File: src/rtl/u8sa_pkg.sv
// ----------------------------------------------------------------------------
// u8sa_pkg
// Shared types, status codes and lead byte decoding for the UTF-8 assembler.
// ----------------------------------------------------------------------------
package u8sa_pkg;

  // Result status codes.
  localparam logic [2:0] ST_OK       = 3'd0;
  localparam logic [2:0] ST_BAD_LEAD = 3'd1;
  localparam logic [2:0] ST_BAD_CONT = 3'd2;
  localparam logic [2:0] ST_TRUNC    = 3'd3;
  localparam logic [2:0] ST_ZERO     = 3'd4;

  localparam int unsigned MAX_LEN = 6;
  localparam int unsigned CHAR_W  = 8 * MAX_LEN;

  // Assembler state carried between bytes.
  typedef struct packed {
    logic [CHAR_W-1:0] gathered;
    logic [2:0]        expected;
    logic [2:0]        count;
    logic              halted;
  } state_t;

  // One result beat.
  typedef struct packed {
    logic [CHAR_W-1:0] char_bytes;
    logic [2:0]        char_length;
    logic [2:0]        status;
  } result_t;

  // Sequence length encoded by a lead byte; zero for a malformed lead.
  function automatic logic [2:0] lead_length(input logic [7:0] b);
    logic [2:0] len;
    len = 3'd0;
    if (b[7] == 1'b0) begin
      len = 3'd1;
    end else if (b[7:5] == 3'b110) begin
      len = 3'd2;
    end else if (b[7:4] == 4'b1110) begin
      len = 3'd3;
    end else if (b[7:3] == 5'b11110) begin
      len = 3'd4;
    end else if (b[7:2] == 6'b111110) begin
      len = 3'd5;
    end else if (b[7:1] == 7'b1111110) begin
      len = 3'd6;
    end
    return len;
  endfunction

endpackage

File: src/rtl/u8sa_ifs.sv
// ----------------------------------------------------------------------------
// u8sa channel interfaces
// Valid/ready channels for the byte input and the character output.
// ----------------------------------------------------------------------------
interface u8sa_byte_if;
  logic       valid;
  logic       ready;
  logic [7:0] data_byte;
  logic       end_of_string;

  modport source (output valid, data_byte, end_of_string, input ready);
  modport sink   (input valid, data_byte, end_of_string, output ready);
endinterface

interface u8sa_char_if;
  logic        valid;
  logic        ready;
  logic [47:0] char_bytes;
  logic [2:0]  char_length;
  logic [2:0]  status;

  modport source (output valid, char_bytes, char_length, status, input ready);
  modport sink   (input valid, char_bytes, char_length, status, output ready);
endinterface

File: src/rtl/u8sa_decode.sv
// ----------------------------------------------------------------------------
// u8sa_decode
// Next-state and result logic for one byte of the UTF-8 stream.
// ----------------------------------------------------------------------------
module u8sa_decode (
  input  u8sa_pkg::state_t  cur,
  input  logic [7:0]        data_byte,
  input  logic              end_of_string,
  output u8sa_pkg::state_t  nxt,
  output logic              res_valid,
  output u8sa_pkg::result_t res
);

  logic [2:0]                  lead_len;
  logic [2:0]                  pos;
  logic [2:0]                  count_next;
  logic [u8sa_pkg::CHAR_W-1:0] merged;

  assign lead_len   = u8sa_pkg::lead_length(data_byte);
  // Continuation bytes beyond the sixth land in the last byte lane.
  assign pos        = (cur.count > 3'd5) ? 3'd5 : cur.count;
  assign count_next = pos + 3'd1;

  // Place the continuation byte into its lane of the gathered word.
  always_comb begin
    merged = cur.gathered;
    for (int i = 0; i < u8sa_pkg::MAX_LEN; i++) begin
      if (pos == i[2:0]) begin
        merged[8*i +: 8] = cur.gathered[8*i +: 8] | data_byte;
      end
    end
  end

  // Byte handling: lead, continuation or ignored while halted.
  always_comb begin
    nxt       = cur;
    res_valid = 1'b0;
    res       = '0;
    if (cur.halted) begin
      res_valid = 1'b0;
    end else if (cur.expected == 3'd0) begin
      if (data_byte == 8'h00) begin
        res_valid  = 1'b1;
        res.status = u8sa_pkg::ST_ZERO;
        nxt.halted = 1'b1;
      end else if (lead_len == 3'd0) begin
        res_valid  = 1'b1;
        res.status = u8sa_pkg::ST_BAD_LEAD;
        nxt.halted = 1'b1;
      end else if (lead_len == 3'd1) begin
        res_valid       = 1'b1;
        res.char_bytes  = {{(u8sa_pkg::CHAR_W-8){1'b0}}, data_byte};
        res.char_length = 3'd1;
        res.status      = u8sa_pkg::ST_OK;
      end else if (end_of_string) begin
        res_valid  = 1'b1;
        res.status = u8sa_pkg::ST_TRUNC;
      end else begin
        nxt.gathered = {{(u8sa_pkg::CHAR_W-8){1'b0}}, data_byte};
        nxt.expected = lead_len;
        nxt.count    = 3'd1;
      end
    end else if (data_byte[7:6] != 2'b10) begin
      res_valid  = 1'b1;
      res.status = u8sa_pkg::ST_BAD_CONT;
      nxt        = '0;
      nxt.halted = 1'b1;
    end else if (count_next >= cur.expected) begin
      res_valid       = 1'b1;
      res.char_bytes  = merged;
      res.char_length = cur.expected;
      res.status      = u8sa_pkg::ST_OK;
      nxt             = '0;
    end else begin
      nxt.gathered = merged;
      nxt.count    = count_next;
      if (end_of_string) begin
        res_valid  = 1'b1;
        res.status = u8sa_pkg::ST_TRUNC;
      end
    end
    // The end flag returns everything to the reset state.
    if (end_of_string) begin
      nxt = '0;
    end
  end

endmodule

File: src/rtl/utf8_sequence_assembler_unit.sv
// ----------------------------------------------------------------------------
// utf8_sequence_assembler_unit
// Flow: a byte taken into the input register is decoded there; its result beat
// is written to the result register once that slot is free, and is offered from it.
// Throughput: one byte per cycle while the output side keeps taking beats.
// The pace is set by the single decode stage between the input register and
// the result register. Synchronous reset clears the stages and assembler state.
// ----------------------------------------------------------------------------
module utf8_sequence_assembler_unit (
  input logic          clk,
  input logic          rst,
  u8sa_byte_if.sink    byte_stream,
  u8sa_char_if.source  char_stream
);

  logic              s1_valid;
  logic [7:0]        s1_byte;
  logic              s1_eos;
  u8sa_pkg::state_t  st;
  u8sa_pkg::state_t  st_next;
  logic              res_valid;
  u8sa_pkg::result_t res;
  logic              out_valid;
  u8sa_pkg::result_t out_res;
  logic              out_free;
  logic              advance;
  logic              in_ready;

  // Stage handshakes: the input register drains whenever the result slot frees.
  assign out_free = !out_valid || char_stream.ready;
  assign advance  = s1_valid && out_free;
  assign in_ready = !s1_valid || advance;

  assign byte_stream.ready = in_ready;

  u8sa_decode u_decode (
    .cur           (st),
    .data_byte     (s1_byte),
    .end_of_string (s1_eos),
    .nxt           (st_next),
    .res_valid     (res_valid),
    .res           (res)
  );

  // Control state and assembler state.
  always_ff @(posedge clk) begin
    if (rst) begin
      s1_valid  <= 1'b0;
      out_valid <= 1'b0;
      st        <= '0;
    end else begin
      if (in_ready) begin
        s1_valid <= byte_stream.valid;
      end
      if (advance) begin
        st <= st_next;
      end
      if (out_free) begin
        out_valid <= advance && res_valid;
      end
    end
  end

  // Payload registers.
  always_ff @(posedge clk) begin
    if (in_ready && byte_stream.valid) begin
      s1_byte <= byte_stream.data_byte;
      s1_eos  <= byte_stream.end_of_string;
    end
    if (advance && res_valid) begin
      out_res <= res;
    end
  end

  assign char_stream.valid       = out_valid;
  assign char_stream.char_bytes  = out_res.char_bytes;
  assign char_stream.char_length = out_res.char_length;
  assign char_stream.status      = out_res.status;

endmodule

File: src/flat_wrapper.sv
// flat-port wrapper written by rule: the top's interface ports become plain ports
module utf8_sequence_assembler_unit_flat 
  (clk, rst, byte_stream_valid, byte_stream_data_byte, byte_stream_end_of_string, byte_stream_ready, char_stream_valid, char_stream_char_bytes, char_stream_char_length, char_stream_status, char_stream_ready);
  u8sa_byte_if byte_stream_i ();
  u8sa_char_if char_stream_i ();
  input logic clk;
  input logic rst;
  input wire logic [$bits(byte_stream_i.valid)-1:0] byte_stream_valid;
  input wire logic [$bits(byte_stream_i.data_byte)-1:0] byte_stream_data_byte;
  input wire logic [$bits(byte_stream_i.end_of_string)-1:0] byte_stream_end_of_string;
  output wire logic [$bits(byte_stream_i.ready)-1:0] byte_stream_ready;
  output wire logic [$bits(char_stream_i.valid)-1:0] char_stream_valid;
  output wire logic [$bits(char_stream_i.char_bytes)-1:0] char_stream_char_bytes;
  output wire logic [$bits(char_stream_i.char_length)-1:0] char_stream_char_length;
  output wire logic [$bits(char_stream_i.status)-1:0] char_stream_status;
  input wire logic [$bits(char_stream_i.ready)-1:0] char_stream_ready;
  assign byte_stream_i.valid = byte_stream_valid;
  assign byte_stream_i.data_byte = byte_stream_data_byte;
  assign byte_stream_i.end_of_string = byte_stream_end_of_string;
  assign byte_stream_ready = byte_stream_i.ready;
  assign char_stream_valid = char_stream_i.valid;
  assign char_stream_char_bytes = char_stream_i.char_bytes;
  assign char_stream_char_length = char_stream_i.char_length;
  assign char_stream_status = char_stream_i.status;
  assign char_stream_i.ready = char_stream_ready;
  utf8_sequence_assembler_unit u_core (.clk(clk), .rst(rst), .byte_stream(byte_stream_i), .char_stream(char_stream_i));
endmodule
File: config.mk
export PLATFORM = sky130hd
export DESIGN_NAME = utf8_sequence_assembler_unit_flat
export DESIGN_NICKNAME = d
export VERILOG_FILES = /design/src/rtl/u8sa_pkg.sv /design/src/rtl/u8sa_ifs.sv /design/src/rtl/u8sa_decode.sv /design/src/rtl/utf8_sequence_assembler_unit.sv /design/src/flat_wrapper.sv
export SDC_FILE = /design/constraint.sdc
export NUM_CORES = 1
export LEC_CHECK = 0
export BUFFER_PORTS_ARGS = -buffer_cell sky130_fd_sc_hd__buf_4
export CAP_MARGIN = 20
export CORE_UTILIZATION = 51
export CTS_CLUSTER_SIZE = 24
export DETAILED_ROUTE_END_ITERATION = 8
export PLACE_DENSITY = 0.78
export SLEW_MARGIN = 0
export SYNTH_ARGS = -nofsm -noshare
export SYNTH_HDL_FRONTEND = slang
export SYNTH_SLANG_ARGS = --single-unit
export TNS_END_PERCENT = 1
File: constraint.sdc
create_clock -name clk -period 6.5 [get_ports clk]
set_input_delay 0 -clock clk [delete_from_list [all_inputs] [get_ports clk]]
set_output_delay 0 -clock clk [all_outputs]
set_load 0.02 [all_outputs]
==> flow_summary.ini <==
[timing]
rsz0062_at_grt = false
fin_ws_ps = 2532
max_freq_ghz = 0.2520
tightest_slew_ps = 998.6
tns_ps = 0
period_share_pct = 61.05
setup_viol = 0
finalWorstPathRequiredPeriod_ps = 3968
slew_viol_final = 0
skew_ps = 5.843
relSlewSlack_pct = 33.07
finalHoldViolations = 0

[power]
leakage_uw = 0.002240
peakVddDrop_uv = 177.7
pwr_density_cell_nw_per_um2 = 302.3
power_uw = 1854

[clocking]
clk_latency_ps = 510
clk_transition_reported_paths_ps = 60
clock-sinks = 120
post_cts_resized = 0
cts_tree = done
h-tree-depth = 4
cts_root_buf = clkbuf_8
postCtsSetupRepairBufs = 0
hold_buffers = 14
cts_buffers = 17
ctsLongestPathBuffers = 2

[grt]
grt_pass1_wl_microns = 17710
gr-total-overflow = 0
grt_max_degree = 42
antenna_found_initial = 0
grtUsageTotal_pct = 23.42
grt_pass1_vias = 3643

[die]
die_area_sq_um = 9993
fp-row-count = 35
ios = 69
initial_core_util_pct = 52.72
core_sq_um = 9284
die_x_microns = 99.97
fp.dieH_microns = 99.97

[placed_design]
dp_hpwl_microns = 6722
preCtsSetupSlack_ps = 2615
port_buffers = 68
gp_congestion = 0.9240

[synthesis]
yosysWarnings = 0
synth-edff-count = 63
synthArstFlopShare_pct = 0
yosysSeqAreaShare_pct = 61.96
ys_seq_elements = 120
yosysTopAreaCell = edfxtp_1
syn_avg_cell_area_sq_um = 10.66
syn_nets = 476
yosys_most_used_dff = edfxtp_1
synth.distinct_cells = 50
netlist_area_sq_um = 4895
netlist_instances = 459
yosysTopAreaCellShare_pct = 38.65
synth_commonest_cells = nor2_1, edfxtp_1, a21oi_1, dfxtp_1, a31oi_1
synth_area_leaders = edfxtp_1, dfxtp_1, nor2_1
yosysMostFrequentCell = nor2_1

[routing]
drc_errors = 0
viasPerCell = 5.751
finalWirelength_microns = 11050
drt_pass1_iterations = 5
vias = 3859
wl_per_cell_microns = 16.47
antenna_left = 0
dr.first_iter.drc_count = 450

[setup_path]
crit_fanout = 41
cpPeakStageDelay_ps = 800
path_cells = inv_1 -> and3_1 -> ha_1 -> inv_1 -> ha_1 -> nand2_1 -> o21ai_1 -> or3_1 -> a21oi_1 -> nor3_2 -> buf_4
r2r-start = u_core.st[3]
r2r_end = u_core.char_stream.char_bytes[10]
critPathCaptureType = flop
crit_required_ps = 6650
critPathLaunchType = flop
path_delay_family = simple AND/OR/NAND/NOR gates
rr_worst_depth = 11
crit_buf_inv = 3
crit_path_top_delay_cell = nor3_2
worstSetupPathType = flop to flop
regToRegSetupSlack_ps = 2530
worst-path-stages = 11
worstPathArrival_ps = 4110

[hold_path]
hp-class = primary input to flop
hold_depth = 2
holdPathEnd = u_core.s1_byte[3]
worstHoldStart = byte_stream_data_byte[3]

[run_status]
status = finished clean

[job]
max-cap-violations = 0

[finish]
nets = 546
diodes = 0
area_delta_synth_final_pct = 25.31
drive_above_1_share_pct = 20.66
[kinds of logic after synthesis]
family	after synthesis	share of synthesized area, %
AND/OR/NAND/NOR	156	14.39
flip-flops	120	61.96
multiplexers	2	0.4090
AO/OA/AOI/OAI	135	18.10
adder cells (fa/ha/maj)	4	1.023
buffers and inverters	42	4.115
[power by group]
| group | switching, uW | internal (uW) |
|---|---|---|
| Sequential | 25.7 | 821 |
| Combinational | 78.1 | 48.7 |
| Clock | 336 | 545 |
[cell type report]
class | instances | area [sq um]
tap | 129 | 161.4
timing repair buffer | 86 | 680.7
clock buffer | 17 | 414.1
fill | 716 | 3151
inverter | 7 | 26.28
sequential | 120 | 3033
clock inverter | 15 | 152.6
multi-input combinational | 297 | 1665
[flip-flops by register name, summed over array words and instances (netlist names)]
register                        cells
u_core.st                          55
u_core.char_stream.char_bytes      48
u_core.s1_byte                      8
u_core.char_stream.char_length      3
u_core.char_stream.status           3
u_core.char_stream.valid            1
u_core.s1_eos                       1
u_core.s1_valid                     1
[per-layer routing]
metal	vias to the layer above	GRT usage, %	wire, microns
met2	191	39.20	5535
met1	1840	29.05	4618
met5	-	0	0
li1	1810	-	-
met4	0	9.615	124
met3	18	5.850	774
[per-stage QoR]
stage               instances  hold WS [ps]  cell area [sq um]  utilization [%]
floorplan                 459         98.87               4895                -
global placement          625         180.3               5426            58.45
detailed placement        625         179.4               5426            58.45
CTS                       671         193.1               6133            66.06
global route              671         203.2               6133            66.06
finish                    671         212.1               6133            66.06
[worst max path at each step]
stage	startpoint	endpoint
global route	u_core.st[3]	u_core.char_stream.char_bytes[10]
detailed placement	u_core.st[3]	u_core.char_stream.char_bytes[8]
finish	u_core.st[3]	u_core.char_stream.char_bytes[10]
CTS	u_core.st[3]	u_core.char_stream.char_bytes[12]
floorplan	u_core.st[3]	u_core.char_stream.char_bytes[0]
global placement	u_core.st[3]	u_core.char_stream.char_bytes[19]
[cell usage in the layout, fill, tap and decap left out, types with 3 or more instances in the layout]
master,netlist,routed
inv_1,7,7
nand2b_1,3,3
nor2b_1,3,3
dlygate4sd3_1,0,14
a31oi_1,31,31
nor3_2,2,3
nor3_1,7,6
inv_6,0,3
nand2_1,13,13
a22oi_1,7,7
a22o_1,7,7
ha_1,4,4
nand3b_1,5,5
o21ai_0,6,6
o211ai_1,3,3
clkinvlp_4,0,4
edfxtp_1,63,63
dfxtp_1,57,57
a21o_1,4,4
nor2_1,105,105
clkbuf_16,0,16
a21oi_1,59,59
clkinv_2,0,3
buf_4,1,72
and3_1,3,3
(Power assumes the default switching activity.)
